===== src/gcsp_pkg.sv =====
`timescale 1ns / 1ps

package gcsp_pkg;

  localparam int SLOT_COUNT_DEF = 2048;
  localparam int CP_W           = 21;
  localparam int COORD_W        = 12;
  localparam int SIZE_W         = 13;
  localparam int ROW_W          = 14;
  localparam int PAD_W          = 4;
  localparam int CFG_IDX_W      = 2;
  localparam int CFG_DATA_W     = 13;
  localparam int ENTRY_SLOT_W   = 11;
  localparam int ALU_W          = 16;
  localparam int TAG_W          = CP_W + 1;
  localparam int PROD_W         = CP_W + 32;

  localparam logic [31:0]       HASH_MUL   = 32'd2654435761;
  localparam int                HASH_SHIFT = 29;
  localparam logic [ALU_W-1:0]  ROW_MAX    = ALU_W'(16383);

  localparam logic [CFG_IDX_W-1:0] CFG_ATLAS_WIDTH  = 2'd0;
  localparam logic [CFG_IDX_W-1:0] CFG_ATLAS_HEIGHT = 2'd1;
  localparam logic [CFG_IDX_W-1:0] CFG_PAD_PIXELS   = 2'd2;

  localparam logic [SIZE_W-1:0] ATLAS_WIDTH_RST  = 13'd1024;
  localparam logic [SIZE_W-1:0] ATLAS_HEIGHT_RST = 13'd1024;
  localparam logic [PAD_W-1:0]  PAD_PIXELS_RST   = 4'd1;
  localparam logic [SIZE_W-1:0] SHELF_COL_RST    = 13'd2;
  localparam logic [SIZE_W-1:0] SHELF_TALL_RST   = 13'd2;

  typedef enum logic [3:0] {
    ST_CLEAR,
    ST_IDLE,
    ST_HASH,
    ST_PROBE,
    ST_WRAP,
    ST_ROW,
    ST_FIT,
    ST_COL,
    ST_TALL
  } st_t;

  typedef struct packed {
    logic [COORD_W-1:0] pos_x;
    logic [COORD_W-1:0] pos_y;
    logic [COORD_W-1:0] size_w;
    logic [COORD_W-1:0] size_h;
    logic [COORD_W-1:0] bear_x;
    logic [COORD_W-1:0] bear_y;
  } entry_t;

  typedef struct packed {
    logic                    hit;
    logic                    drawable;
    logic                    atlas_full;
    logic                    table_full;
    logic [ENTRY_SLOT_W-1:0] slot;
    entry_t                  ent;
  } result_t;

  typedef struct packed {
    logic [ALU_W-1:0] a;
    logic [ALU_W-1:0] b;
    logic [ALU_W-1:0] c;
    logic [ALU_W-1:0] lim;
  } alu_req_t;

  typedef struct packed {
    logic [ALU_W-1:0] sum;
    logic             gt;
  } alu_rsp_t;

endpackage


===== src/gcsp_hash.sv =====
`timescale 1ns / 1ps

module gcsp_hash #(
  parameter int SLOT_COUNT = gcsp_pkg::SLOT_COUNT_DEF
) (
  input  logic                          clk,
  input  logic                          load,
  input  logic [gcsp_pkg::CP_W-1:0]     cp,
  output logic [$clog2(SLOT_COUNT)-1:0] slot
);
  import gcsp_pkg::*;

  localparam int SLOT_W = $clog2(SLOT_COUNT);

  logic [PROD_W-1:0] prod_r;
  logic [PROD_W-1:0] mixed;

  always_ff @(posedge clk) begin
    if (load) begin
      prod_r <= PROD_W'(cp) * PROD_W'(HASH_MUL);
    end
  end

  assign mixed = prod_r ^ (prod_r >> HASH_SHIFT);
  assign slot  = mixed[SLOT_W-1:0];

endmodule


===== config.mk =====
export PLATFORM = sky130hd
export DESIGN_NAME = gcsp_hash
export DESIGN_NICKNAME = d
export VERILOG_FILES = /design/src/gcsp_pkg.sv /design/src/gcsp_hash.sv
export SDC_FILE = /design/constraint.sdc
export NUM_CORES = 1
export LEC_CHECK = 0
export BUFFER_PORTS_ARGS = -buffer_cell sky130_fd_sc_hd__clkbuf_2
export CAP_MARGIN = 5
export CORE_AREA = 2 2 131 133
export CTS_CLUSTER_SIZE = 40
export DETAILED_ROUTE_END_ITERATION = 8
export DIE_AREA = 0 0 133 135
export GPL_TIMING_DRIVEN = 1
export PLACE_DENSITY = 0.82
export SETUP_SLACK_MARGIN = 0.3
export SYNTH_ARGS = -nofsm -noshare
export SYNTH_HDL_FRONTEND = slang
export SYNTH_SLANG_ARGS = --single-unit
export TNS_END_PERCENT = 20

===== constraint.sdc =====
create_clock -name clk -period 14 [get_ports clk]
set_clock_uncertainty 0.1 [all_clocks]
set_input_delay 0.7 -clock clk [delete_from_list [all_inputs] [get_ports clk]]
set_output_delay 0.7 -clock clk [all_outputs]
set_load 0.005 [all_outputs]

# Word level (Yosys, flattened, before mapping)
# Cells that the tools add are included.
[totals]
in_bits = 23
word_cells = 3
output_inout_bits = 11
register_bits = 40
[op_classes]
bitwise = 1
multipliers = 1
[ops]
columns = ["operator", "n"]
rows = [
  ["$mul A21 B32 Y40 const B", 1],
  ["$xor A11 B11 Y11", 1],
]

# Longest topological paths before layout
[logic_depth]
ltp_word = 1
mapped_depth = 21
mapped_depth_nobuf = 21

# Worst setup path before layout
# Ideal clock, no wire load.
[synth_timing]
kind = "input port to flip-flop"
startpoint = "input cp[3] in the netlist's numbering"
endpoint = "register prod_r[37] (data pin)"
path_slack_ns = 7.708
setup_time_ns = 0.270
t_arrival_ns = 5.922
required_time_ns = 13.630
path_stages = 19
path_cell_list = "fa_1 > inv_1 > fa_1 > fa_1 > inv_1 > fa_1 > fa_1 > fa_1 > inv_1 > fa_1 > inv_1 > ha_1 > o21a_1 > o211ai_1 > a31oi_1 > or2_1 > a311oi_2 > o41ai_2 > xor2_1"
[synth_via]
elab_chain_len = 1
[synth_lines]
columns = ["item", "line_no", "text"]
rows = [
  ["start: declaration", "gcsp_hash.sv:8", "input logic [gcsp_pkg::CP_W-1:0] cp,"],
  ["$mul A21 B32 Y40", "gcsp_hash.sv:20", "prod_r <= PROD_W'(cp) * PROD_W'(HASH_MUL);"],
  ["end signal: assignment", "gcsp_hash.sv:20", ""],
  ["end: declaration", "gcsp_hash.sv:15", "logic [PROD_W-1:0] prod_r;"],
]
# Every way passes these cells.
# A chain may end at the register's enable or synchronous reset.

# Worst setup path after layout
# Same ends and word-level chain as after synthesis.

==> flow_metrics.py <==
metrics = {
    "run_status": {
        "status": "finished clean",
    },
    "placement": {
        "dpl.cell_count": 1149,
        "hpwl_mm": 21.1,
        "gp_congestion": 1.00,
        "place.port_buffers": 33,
        "place_area_um2": 10100,
    },
    "sta": {
        "final.setup.tns_ns": 0,
        "period_needed_ns": 6.75,
        "hold_violations": 0,
        "slew_headroom": 0.638,
        "setup_viol": 0,
        "drv_slew": 0,
        "worst_pin_slew_ns": 0.543,
        "grt_setup_unrepaired": "false",
        "max_freq_ghz": 0.148,
        "period_share": 0.482,
    },
    "final_layout": {
        "largest_reg_flops": 22,
        "syn_to_final_growth_pct": 5.18,
        "drive_above_1_share": 0.0568,
        "top_register": "prod_r",
        "finalInstanceArea_um2": 10200,
        "nets": 1352,
        "fin_cells": 1153,
        "top_regs": "prod_r (22)",
        "diodes": 0,
    },
    "clock_network": {
        "cts_hold_buf": 0,
        "post_cts_buffers": 0,
        "clock-sinks": 22,
        "cts_buffer_depth": 2,
        "htreeDepth": 1,
        "cts_root_buf": "clkbuf_16",
        "tritoncts": "built",
        "clk_pin_slew_worst_paths_ns": 0.06,
        "cts_buffers": 3,
        "ctsResizeCount": 0,
    },
    "global_routing": {
        "grt_overflow": 0,
        "grt_pass1_vias": 7131,
        "grt_pass1_wl_mm": 37.4,
        "antenna_found_initial": 0,
        "grt_max_degree": 23,
        "grt_usage": 0.280,
    },
    "route": {
        "via_count": 6301,
        "drc_errors": 0,
        "wl_per_cell_um": 20.1,
        "ant_nets": 0,
        "dr.pass1.iters": 5,
        "detail_route.vias_per_cell": 5.46,
        "wirelength_mm": 23.2,
        "drt_iter0_drc": 441,
    },
    "setup_path": {
        "critPathSlowestCell": "fa_1",
        "arrival_ns": 6.65,
        "crit_path_cell_trace": "clkbuf_2 > fa_1 > inv_1 > fa_1 > fa_1 > inv_1 > fa_1 > fa_1 > fa_1 > inv_1 > fa_1 > inv_1 > ha_1 > o21a_1 > o211ai_1 > a31oi_1 > or2_1 > a311oi_2 > o41ai_2 > xor2_1",
        "path_common_cell": "fa_1",
        "critical_path_class": "input pin to flop",
        "end_kind": "flop",
        "critPathMaxStageDelay_ns": 0.74,
        "critPathLaunchType": "input pin",
        "cp_max_fo": 10,
        "cp.required_ns": 13.89,
    },
    "yosys": {
        "avgSynthCellArea_um2": 10.8,
        "synth_flop_cell": "edfxtp_1",
        "ys_ff_latch": 22,
        "seq_area_frac_synth": 0.0681,
        "yosys.cell_count.top_type": "inv_1",
        "syn-instance-count": 900,
        "synth_edf_count": 22,
        "synth_area_um2": 9700,
        "yosysUniqueCellTypes": 45,
        "synth.top_cell.area_share": 0.475,
        "synthArstFlopShare": 0,
        "synth.cells.most_frequent": "306 x inv_1, 230 x fa_1, 165 x ha_1, 22 x edfxtp_1, 21 x xor2_1",
        "ys_warn_count": 0,
        "synth_top_area_cell": "fa_1",
        "ys_top_cells_by_area": "fa_1 47%, ha_1 21%, inv_1 12%",
        "syn_nets": 1318,
    },
    "die": {
        "floorplan.initialDensity": 0.591,
        "die_x_um": 133,
        "die-area_um2": 18000,
        "rows": 47,
        "core-area_um2": 16400,
        "num_io_pins": 34,
        "fp.dieH_um": 135,
    },
    "job": {
        "maxCapViolations": 0,
    },
    "min_path": {
        "hp-start": "cp[0]",
        "min_path_type": "input pin to flop",
        "hold_end": "prod_r[0]",
        "min_path_cells": 1,
    },
}
-- kinds of logic (layout without fill, tap and decap cells) --
group | Yosys count | count (layout) | share of synthesized area
AOI/OAI and AO/OA | 75 | 75 | 0.0568
xor gates and xnor gates | 41 | 41 | 0.0370
adders and majority gates | 395 | 395 | 0.688
buffers and inverters | 310 | 343 | 0.120
DFF | 22 | 22 | 0.0681
and+or+nand+nor | 57 | 57 | 0.0299
-- per-stage QoR --
stage / hold WS, ns / utilization / setup WS, ns
after floorplan: 0.699 / - / 7.71
after global placement: 0.885 / 0.617 / 7.16
after detailed placement: 0.884 / 0.617 / 7.03
after CTS: 0.623 / 0.622 / 7.28
after global routing: 0.623 / 0.622 / 7.05
final: 0.634 / 0.622 / 7.25
-- worst max path at each step --
| stage | end | start | slack, ns | cells past startpoint |
|---|---|---|---|---|
| final | prod_r[37] | cp[3] | 7.25 | 20 |
| after global routing | prod_r[37] | cp[3] | 7.05 | 20 |
| after CTS | prod_r[37] | cp[3] | 7.28 | 20 |
| after detailed placement | prod_r[37] | cp[3] | 7.03 | 20 |
| after global placement | prod_r[39] | cp[10] | 7.16 | 22 |
| after floorplan | prod_r[37] | cp[3] | 7.71 | 19 |
-- final cells by class --
class	instances	area (um^2)
Clock inverter	1	3.75
Fill cell	1285	6210
Tap cell	220	275
Sequential cell	22	661
Clock buffer	3	75.1
Timing Repair Buffer	33	165
Inverter	306	1150
Multi-Input combinational cell	568	7870
-- layer usage --
metal	up-vias	global-route usage	share of wire
met5	-	0	0
met2	239	0.481	0.50
li1	2780	-	-
met1	3232	0.361	0.39
met4	0	0.0783	0.032
met3	50	0.0623	0.083
-- layout by cell type (no fill, tap or decap), types with 2 or more instances in the layout --
cell type	instances
a211oi_1	6
a211oi_2	3
a21o_1	11
a21oi_1	19
a31oi_1	3
clkbuf_16	3
clkbuf_2	33
edfxtp_1	22
fa_1	230
ha_1	165
inv_1	306
nand2_1	16
nand2b_1	5
nand3_1	5
nand4_1	2
nand4_2	2
nor2_1	13
nor3_1	5
o211ai_1	4
o21a_1	3
o21ai_0	9
o21ai_1	3
o31ai_1	2
or2_2	2
xnor2_1	20
xor2_1	21
-- critical path: cells and delay by family --
family | cells | cell delay [ns]
compound gates | 5 | 0.96
xor+xnor | 1 | 0.15
fa+ha+maj | 8 | 4.05
buf+inv | 5 | 0.48
simple gates | 1 | 0.30
Power is left out: the tool's default activity adds up to more than one toggle a clock period on the data nets, which glitch-free logic cannot reach.
