===== src/gcsp_pkg.sv =====
`timescale 1ns / 1ps

package gcsp_pkg;

  localparam int SLOT_COUNT_DEF = 2048;
  localparam int CP_W           = 21;
  localparam int COORD_W        = 12;
  localparam int SIZE_W         = 13;
  localparam int ROW_W          = 14;
  localparam int PAD_W          = 4;
  localparam int CFG_IDX_W      = 2;
  localparam int CFG_DATA_W     = 13;
  localparam int ENTRY_SLOT_W   = 11;
  localparam int ALU_W          = 16;
  localparam int TAG_W          = CP_W + 1;
  localparam int PROD_W         = CP_W + 32;

  localparam logic [31:0]       HASH_MUL   = 32'd2654435761;
  localparam int                HASH_SHIFT = 29;
  localparam logic [ALU_W-1:0]  ROW_MAX    = ALU_W'(16383);

  localparam logic [CFG_IDX_W-1:0] CFG_ATLAS_WIDTH  = 2'd0;
  localparam logic [CFG_IDX_W-1:0] CFG_ATLAS_HEIGHT = 2'd1;
  localparam logic [CFG_IDX_W-1:0] CFG_PAD_PIXELS   = 2'd2;

  localparam logic [SIZE_W-1:0] ATLAS_WIDTH_RST  = 13'd1024;
  localparam logic [SIZE_W-1:0] ATLAS_HEIGHT_RST = 13'd1024;
  localparam logic [PAD_W-1:0]  PAD_PIXELS_RST   = 4'd1;
  localparam logic [SIZE_W-1:0] SHELF_COL_RST    = 13'd2;
  localparam logic [SIZE_W-1:0] SHELF_TALL_RST   = 13'd2;

  typedef enum logic [3:0] {
    ST_CLEAR,
    ST_IDLE,
    ST_HASH,
    ST_PROBE,
    ST_WRAP,
    ST_ROW,
    ST_FIT,
    ST_COL,
    ST_TALL
  } st_t;

  typedef struct packed {
    logic [COORD_W-1:0] pos_x;
    logic [COORD_W-1:0] pos_y;
    logic [COORD_W-1:0] size_w;
    logic [COORD_W-1:0] size_h;
    logic [COORD_W-1:0] bear_x;
    logic [COORD_W-1:0] bear_y;
  } entry_t;

  typedef struct packed {
    logic                    hit;
    logic                    drawable;
    logic                    atlas_full;
    logic                    table_full;
    logic [ENTRY_SLOT_W-1:0] slot;
    entry_t                  ent;
  } result_t;

  typedef struct packed {
    logic [ALU_W-1:0] a;
    logic [ALU_W-1:0] b;
    logic [ALU_W-1:0] c;
    logic [ALU_W-1:0] lim;
  } alu_req_t;

  typedef struct packed {
    logic [ALU_W-1:0] sum;
    logic             gt;
  } alu_rsp_t;

endpackage


===== src/gcsp_alu.sv =====
`timescale 1ns / 1ps

module gcsp_alu (
  input  gcsp_pkg::alu_req_t req,
  output gcsp_pkg::alu_rsp_t rsp
);
  import gcsp_pkg::*;

  logic [ALU_W-1:0] sum;

  assign sum     = req.a + req.b + req.c;
  assign rsp.sum = sum;
  assign rsp.gt  = sum > req.lim;

endmodule


===== config.mk =====
export PLATFORM = sky130hd
export DESIGN_NAME = gcsp_alu
export DESIGN_NICKNAME = d
export VERILOG_FILES = /design/src/gcsp_pkg.sv /design/src/gcsp_alu.sv
export SDC_FILE = /design/constraint.sdc
export NUM_CORES = 1
export LEC_CHECK = 0
export BUFFER_PORTS_ARGS = -buffer_cell sky130_fd_sc_hd__buf_4
export CORE_MARGIN = 4
export CORE_UTILIZATION = 47
export DETAILED_ROUTE_END_ITERATION = 6
export PLACE_DENSITY_LB_ADDON = 0.12
export SYNTH_ARGS = -nofsm -noshare
export SYNTH_HDL_FRONTEND = slang
export SYNTH_SLANG_ARGS = --single-unit

===== constraint.sdc =====
create_clock -name vclk -period 5.9
set_input_delay 1.18 -clock vclk [all_inputs]
set_output_delay 1.18 -clock vclk [all_outputs]
set_load 0.01 [all_outputs]

=== Word-level counts from Yosys, hierarchy flattened ===
Cells that the tools add are included.

* Add/sub/neg operators: 2
* Magnitude comparators: 1

{| class="wikitable"
|+ Operator list
! cell !! number
|-
| 16-bit adder || 2
|-
| 16-bit greater-than comparator || 1
|}

* Input port bits: 64
* Output and inout bits: 17
* Word-level logic and storage cells: 3
* Flip-flop bits (word level): 0

=== Depth between registers and ports, before layout ===
Gate-level depths: netlist of the first run.

* Depth after elaboration: 3
* Mapped depth: 16
* Mapped depth without buffers: 16

=== Least setup slack after synthesis of the first run ===
No wires, ideal clock.

* Path kind: input to output
* Start: input req[17] (netlist bit)
* End: output rsp[0] (netlist bit)
* Buffers on the path: 0
* Data required time: 4.720 ns
* Stages: 15
* Data arrival time: 4.167 ns
* Path slack: 0.553 ns
* Cells stage by stage: inv_1 -> fa_1 -> inv_1 -> ha_1 -> fa_1 -> a21oi_1 -> o21ai_1 -> a32oi_1 -> nand2_1 -> xor2_1 -> ha_1 -> a21o_1 -> a21o_1 -> a211oi_1 -> a21oi_1

{| class="wikitable"
|+ RTL lines
! element !! RTL line !! source
|-
| start: declaration || gcsp_alu.sv:4 || <nowiki>input gcsp_pkg::alu_req_t req,</nowiki>
|-
| end: declaration || gcsp_alu.sv:5 || <nowiki>output gcsp_pkg::alu_rsp_t rsp</nowiki>
|}

==> results of run 1 <==
==> per-stage QoR <==
step                hold WS, ns  area, um2  setup slack (ns)  std cells
global placement           2.74       2040             0.341        280
floorplan                  2.56       1390             0.553        169
global route               2.76       2040            0.0132        280
detailed placement         2.73       2040             0.253        280
CTS                        2.74       2040             0.236        280
finish                     2.73       2040             0.244        280
==> final cells by class <==
class | count | area, um2
timing repair buffer | 81 | 608
multi-input combinational | 144 | 1300
tap | 31 | 38.8
fill | 255 | 766
inverter | 24 | 90.1
==> cell usage after synthesis <==
| cell type | n |
|---|---|
| a211oi_1 | 4 |
| a21o_1 | 5 |
| a21oi_1 | 17 |
| a221oi_1 | 1 |
| a311oi_1 | 1 |
| a31oi_1 | 1 |
| a32oi_1 | 1 |
| and2_1 | 1 |
| and2_4 | 1 |
| clkbuf_2 | 1 |
| fa_1 | 16 |
| ha_1 | 30 |
| inv_1 | 24 |
| mux2i_1 | 1 |
| nand2_1 | 9 |
| nand3_1 | 4 |
| nand3b_1 | 1 |
| nand4_1 | 5 |
| nor2_1 | 11 |
| nor2b_1 | 4 |
| nor3_1 | 4 |
| nor4_1 | 1 |
| o211ai_1 | 1 |
| o21a_1 | 1 |
| o21ai_0 | 5 |
| o21ai_1 | 1 |
| o221ai_2 | 1 |
| o31ai_1 | 1 |
| or2_2 | 1 |
| or3b_4 | 1 |
| xnor2_1 | 9 |
| xor2_1 | 5 |
==> final timing paths <==
check             startpoint      to  slack [ns]  cells past startpoint
setup / recovery     req[17]  rsp[0]        0.24                     17
hold / removal       req[48]  rsp[1]        2.73                      3
==> per-layer routing <==
metal	routed length, um	track usage	share of wire
met1	1400	0.218	0.42
met2	1670	0.317	0.50
met3	245	0.0288	0.073
met4	33	0.0220	0.0099
met5	0	0	0
==> power groups by stage <==
stage	logic (mW)	clock network [mW]	registers (mW)
after CTS	0.455	0	0
after detailed placement	0.453	0	0
after global placement	0.447	0	0
after floorplan	0.280	0	0
final	0.451	0	0
after global routing	0.509	0	0
==> tightest hold or removal path: cells and delay by family <==
kind	cells	cell delay, ns
buffers and inverters	2	0.20
adders and majority gates	1	0.17
==> kinds of logic after synthesis <==
logic type,synth area share
and+or+nand+nor,0.156
AOI/OAI and AO/OA,0.181
xor gates and xnor gates,0.0880
adders and majority gates,0.499
buffers and inverters,0.0682
muxes,0.00718
==> results.yml, run 1 <==
drt:
  routed_wl_mm: 3.34
  drcViolationCount: 0
  first_pass_iters: 4
  wl_per_cell_um: 11.9
  via_per_inst: 5.20
  ant_nets: 0
  vias: 1457
  initialDrtViolationCount: 16
synthesis:
  yosys.area.top_type_share: 0.269
  yosysUniqueCellTypes: 32
  synth_area_leaders: "ha_1, fa_1, inv_1"
  avgSynthCellArea_um2: 8.25
  yosys_warnings: 0
  seq_area_frac_synth: 0
  syn-num-nets: 279
  yosysTopAreaCell: "ha_1"
  synth_area_mm2: 0.00139
  syn_inst: 169
power_and_ir_drop:
  seqPwrFrac: 0
  vdd_drop_max_v: 0.000128
  power.leakage_nw: 1.08
  netSwitchingPower_mw: 0.227
  p_int_mw: 0.224
  clockPowerShare: 0
  power_density_mw_per_mm2: 221
  pwr-share-comb: 1.000
  p_total_mw: 0.451
  sw_frac_of_total: 0.504
sta:
  period_needed_ns: 5.66
  maxSlewViolCount: 0
  tns_ns: 0
  fmax_ghz: 0.177
  setup_viol: 0
  tightestPinTransition_ns: 0.319
  maxSlewHeadroom: 0.786
  layout_worst_path_cycle_share: 0.959
  hold_viol_final: 0
  rsz0062_at_grt: "no"
placed_design:
  place_congestion: 0.818
  io_buffers: 81
  hpwl_mm: 3.13
cells_and_area:
  num_antenna_cells: 0
  syn2layout_area_growth_pct: 46.3
  final_cell_mix: "buf_4, ha_1, inv_1, a21oi_1, fa_1"
  drive_above_1_share: 0.345
  fin_util: 0.727
  register_area_um2: 0
  n_clock_buffer: 0
  nets: 361
  seq_cell_count: 0
  final_common_cell: "buf_4"
worst_setup_path:
  path_delay_family: "adder cells"
  crit_required_ns: 4.72
  path_max_fanout: 3
  crit_arrival_ns: 4.48
  crit_path_start_kind: "input port"
  cp_slowest_stage_delay_ns: 0.52
  cp-end-kind: "output pin"
  critPathBufInv: 4
  slowest_stage: "fa_1"
  worstSetupPathType: "input port to output pin"
  path_cells: "buf_4, inv_1, fa_1, inv_1, ha_1, fa_1, a21oi_2, o21ai_1, a32oi_1, nand2_1, xor2_1, ha_1, a21o_1, a21o_1, a211oi_1, a21oi_1, buf_4"
clocking:
  hold_buffers: 0
  post_cts_resized: 0
  postCtsSetupBuffers: 0
global_routing:
  grt-ovfl-total: 0
  grt_max_degree: 8
  grt.total_usage: 0.173
  antenna_found_initial: 0
  grt_pass1_wl_mm: 5.98
  grt_pass1_vias: 1513
die:
  initial_utilization: 0.497
  rows: 19
  die_x_um: 62.5
  die-area_mm2: 0.00390
  dieHeight_um: 62.5
  boundaryPins: 81
  core_area_mm2: 0.00281
run_status:
  status: "completed"
run:
  maxCapViolations: 0
min_path:
  hold_class: "input port to output pin"
No activity file was read; power rests on OpenSTA's default activity.
==> inputs of run 2 (changes only) <==
ABC_AREA = 1   (was default)
CORE_UTILIZATION = 49   (was 47)
SETUP_SLACK_MARGIN = 0.02   (was default)
SLEW_MARGIN = 20   (was default)
==> run 2 against run 1 <==
- setup slack gained 0.39 ns
- wire length grew 8.9%
- critical path depth is 5 higher
- sequential share of layout area did not move
- utilization is 0.12 points higher
==> results.yml, run 2 <==
run_status:
  status: "completed"
placed_design:
  hpwl_mm: 3.46
  place_area_mm2: 0.00222
  dpl_worst_slack_ns: 0.612
  io_buffers: 81
  placedCellCount: 362
  place_congestion: 0.809
drt:
  first_pass_iters: 4
  via_per_inst: 4.77
  ant_nets: 0
  wl_per_cell_um: 10.1
  routed_wl_mm: 3.64
  vias: 1725
  initialDrtViolationCount: 40
  drcViolationCount: 0
worst_setup_path:
  path_max_fanout: 3
  crit_top_cell: "nand2_1"
  worstSetupPathType: "input port to output pin"
  path_cells: "buf_4, inv_1, fa_1, inv_1, ha_1, fa_1, nand2_1, nand2_1, nand3b_1, nand2_1, nand2_1, nand2_1, nand2_1, nand2_1, ha_1, nand2_1, nor2_1, nand2_1, inv_1, nand2_1, a21oi_1, buf_4"
  cp-end-kind: "output pin"
  cp-startpoint: "req[17]"
  crit_arrival_ns: 4.09
  crit_path_start_kind: "input port"
  slowest_stage: "fa_1"
  crit_required_ns: 4.72
  cp_slowest_stage_delay_ns: 0.53
synthesis:
  yosys.area.top_type_share: 0.241
  synth_area_mm2: 0.00156
  syn_inst: 237
  synth_common_cells: "nand2_1, inv_1, ha_1"
  synth.most_common_cell: "nand2_1"
  syn-num-nets: 347
  yosys_warnings: 0
  yosysUniqueCellTypes: 20
  yosysTopAreaCell: "ha_1"
  avgSynthCellArea_um2: 6.58
  seq_area_frac_synth: 0
  synth_area_leaders: "ha_1, fa_1, nand2_1"
sta:
  holdWs_ns: 2.75
  period_needed_ns: 5.27
  tightestPinTransition_ns: 0.280
  maxSlewHeadroom: 0.812
  hold_viol_final: 0
  layout_worst_path_cycle_share: 0.892
  fmax_ghz: 0.190
  setup_viol: 0
  maxSlewViolCount: 0
  tns_ns: 0
  rsz0062_at_grt: "no"
  layout_setup_ws_ns: 0.634
cells_and_area:
  fin_util: 0.728
  multi_input_area_mm2: 0.00139
  final_common_cell: "buf_4"
  final_cell_mix: "buf_4, nand2_1, inv_1, ha_1, nor2_1"
  syn2layout_area_growth_pct: 42.5
  n_clock_buffer: 0
  num_antenna_cells: 0
  seq_cell_count: 0
  finalInstanceArea_mm2: 0.00222
  instances_no_fill: 362
  drive_above_1_share: 0.280
  nets: 430
  fillers: 271
  register_area_um2: 0
die:
  die-area_mm2: 0.00415
  dieHeight_um: 64.4
  boundaryPins: 81
  die_x_um: 64.4
  core_area_mm2: 0.00305
  rows: 20
  initial_utilization: 0.511
min_path:
  hold_class: "input port to output pin"
  hp-start: "req[48]"
  whs_path_depth: 3
  min_to: "rsp[1]"
global_routing:
  grt_pass1_vias: 1635
  grt_pass1_wl_mm: 6.45
  grt.total_usage: 0.181
  grt_max_degree: 6
  antenna_found_initial: 0
  grt-ovfl-total: 0
power_and_ir_drop:
  vdd_drop_max_v: 0.0000787
  p_total_mw: 0.457
  clockPowerShare: 0
  power_density_mw_per_mm2: 206
  p_int_mw: 0.214
  power.leakage_nw: 1.33
  netSwitchingPower_mw: 0.244
  seqPwrFrac: 0
  sw_frac_of_total: 0.533
  pwr-share-comb: 1.000
clocking:
  hold_buffers: 0
  postCtsSetupBuffers: 0
  post_cts_resized: 0
run:
  maxCapViolations: 0
[run 2: changes by cell type after synthesis, moves of 4 or more]
cell      delta
a21o_1       -4
a21oi_1      -4
nor2b_1      -4
o21ai_0      -4
nand3_1      +9
inv_1       +21
nor3_1       -4
a211oi_1     -4
nand2_1     +64
xnor2_1      -5
nor2_1       +7
[run 2: cell type report]
cell class | count | area share
inverter | 46 | 0.0777
tap | 44 | 0.0248
multi-input combinational | 191 | 0.624
timing repair buffer | 81 | 0.273
[run 2: cells by family after synthesis]
family,synth area share
xor gates and xnor gates,0.0561
buffers and inverters,0.111
AOI/OAI and AO/OA,0.0609
adders and majority gates,0.446
and+or+nand+nor,0.326
[run 2: worst max path at each step]
| stage | end | cells past startpoint |
|---|---|---|
| finish | rsp[0] | 22 |
| global route | rsp[0] | 22 |
| CTS | rsp[0] | 22 |
| detailed placement | rsp[0] | 22 |
| global placement | rsp[0] | 22 |
| floorplan | rsp[0] | 20 |
[run 2: worst max-delay path: cells and delay by family]
kind                     cells  cell delay (ns)
adder cells (fa/ha/maj)      4             1.44
buffers and inverters        5             0.35
AO/OA/AOI/OAI                1             0.14
AND/OR/NAND/NOR             12             0.99
[run 2: power groups by stage]
stage / clock network (mW) / logic (mW) / registers [mW]
floorplan: 0 / 0.291 / 0
global placement: 0 / 0.451 / 0
detailed placement: 0 / 0.461 / 0
CTS: 0 / 0.462 / 0
global route: 0 / 0.522 / 0
finish: 0 / 0.457 / 0
[run 2: per-layer routing]
metal,routed length [um],up-vias,part of all wire,global-route usage
li1,-,902,-,-
met1,1660,764,0.45,0.244
met2,1770,59,0.49,0.340
met3,211,0,0.058,0.00867
met4,0,0,0,0
met5,0,-,0,0
==> inputs of run 3 (changes only) <==
CORE_UTILIZATION = 44   (was 49)
GPL_TIMING_DRIVEN = 0   (was default)
clock period = 4.6 ns   (was 5.9 ns; I/O delays follow)
==> run 3 against run 2 <==
- count of clock-buffer cells in the layout unchanged
- first-iteration DRC count shrank 30%
- global-route usage decreased by 2.8 points
- setup slack lost 0.56 ns
- cell count rose by 1.7%
- combinational power up 41%
- via count shrank 1.9%
- critical path depth is the same
- utilization down 2.8 points
==> results.yml, run 3 (synthesis gave the netlist of run 2 again) <==
worst_setup_path:
  crit_path_start_kind: "input port"
  cp-end-kind: "output pin"
  cp_slowest_stage_delay_ns: 0.56
  path_max_fanout: 3
  crit_required_ns: 3.68
  worstSetupPathType: "input port to output pin"
  path_cells: "buf_6, inv_2, fa_1, inv_2, ha_4, fa_2, nand2_1, nand2_1, nand3b_1, nand2_2, nand2_2, nand2_1, nand2_1, nand2_2, ha_4, nand2_4, nor2_4, nand2_2, inv_2, nand2_2, a21oi_2, buf_4"
  crit_arrival_ns: 3.60
  slowest_stage: "fa_1"
  crit_top_cell: "nand2_2"
die:
  core_area_mm2: 0.00339
  boundaryPins: 81
  die_x_um: 67.6
  rows: 21
  die-area_mm2: 0.00456
  dieHeight_um: 67.6
  initial_utilization: 0.460
power_and_ir_drop:
  seqPwrFrac: 0
  vdd_drop_max_v: 0.000166
  clockPowerShare: 0
  pwr-share-comb: 1.000
  netSwitchingPower_mw: 0.337
  power_density_mw_per_mm2: 272
  p_int_mw: 0.307
  sw_frac_of_total: 0.523
  power.leakage_nw: 1.36
cells_and_area:
  final_common_cell: "buf_4"
  finalInstanceArea_mm2: 0.00237
  drive_above_1_share: 0.363
  seq_cell_count: 0
  final_cell_mix: "buf_4, nand2_1, inv_1, ha_1, nor2_1"
  register_area_um2: 0
  syn2layout_area_growth_pct: 52.0
  num_antenna_cells: 0
  nets: 434
  n_clock_buffer: 0
  instances_no_fill: 368
global_routing:
  grt-ovfl-total: 0
  grt_max_degree: 6
  grt_pass1_wl_mm: 5.79
  grt.total_usage: 0.153
  antenna_found_initial: 0
  grt_pass1_vias: 1504
sta:
  layout_worst_path_cycle_share: 0.983
  period_needed_ns: 4.52
  tightestPinTransition_ns: 0.277
  fmax_ghz: 0.221
  rsz0062_at_grt: "yes"
  maxSlewHeadroom: 0.814
  setup_viol: 0
  hold_viol_final: 0
  maxSlewViolCount: 0
placed_design:
  place_area_mm2: 0.00223
  placedCellCount: 364
  hpwl_mm: 3.22
  place_congestion: 0.838
  io_buffers: 81
drt:
  ant_nets: 0
  via_per_inst: 4.60
  routed_wl_mm: 3.59
  initialDrtViolationCount: 28
  drcViolationCount: 0
  vias: 1692
  wl_per_cell_um: 9.77
  first_pass_iters: 4
run_status:
  status: "completed"
run:
  maxCapViolations: 0
min_path:
  hold_class: "input port to output pin"
-- run 3: routing by layer --
layer | global-route usage | up-vias | share of wire
li1 | - | 910 | -
met3 | 0.00666 | 2 | 0.068
met5 | 0 | - | 0
met2 | 0.305 | 45 | 0.53
met4 | 0.00759 | 0 | 0.0047
met1 | 0.187 | 735 | 0.40
-- run 3: final cells by class --
| cell class | instances | area [um2] |
|---|---|---|
| multi-input combinational | 191 | 1500 |
| fill | 320 | 1020 |
| timing repair buffer | 85 | 642 |
| inverter | 46 | 173 |
| tap | 46 | 57.6 |
-- run 3: power by group through the flow --
stage	Clock, mW	Combinational (mW)	Sequential (mW)
after CTS	0	0.598	0
after global routing	0	0.746	0
after detailed placement	0	0.585	0
final	0	0.644	0
after global placement	0	0.578	0
after floorplan	0	0.374	0
-- run 3: metrics by stage --
| stage | util | power (mW) | setup WS (ns) | setup TNS, ns | hold slack (ns) |
|---|---|---|---|---|---|
| after global placement | 0.657 | 0.578 | -0.123 | -0.123 | 2.23 |
| after CTS | 0.668 | 0.598 | 0.0179 | 0 | 2.23 |
| after global routing | 0.700 | 0.746 | -0.116 | -0.116 | 2.27 |
| after detailed placement | 0.657 | 0.585 | -0.156 | -0.156 | 2.23 |
| after floorplan | - | 0.374 | 0.155 | 0 | 2.04 |
| final | 0.700 | 0.644 | 0.0788 | 0 | 2.22 |
-- run 3: repair_timing --
action | CTS | global route
hold buffers | 0 | 0
pin swaps | 15 | 13
gates resized for setup | 9 | 20
setup buffers | 2 | 2
setup endpoints to repair | 1 | 1
-- run 3: final timing paths --
check                 startpoint      to  cells past startpoint
worst min-delay path     req[48]  rsp[1]                      3
worst max-delay path     req[49]  rsp[0]                     22
-- run 3: worst max-delay path: cells and delay by family --
family / cells / cell delay, ns
adder cells (fa/ha/maj): 4 / 1.33
AO/OA/AOI/OAI: 1 / 0.11
AND/OR/NAND/NOR: 12 / 0.90
buffers and inverters: 5 / 0.33
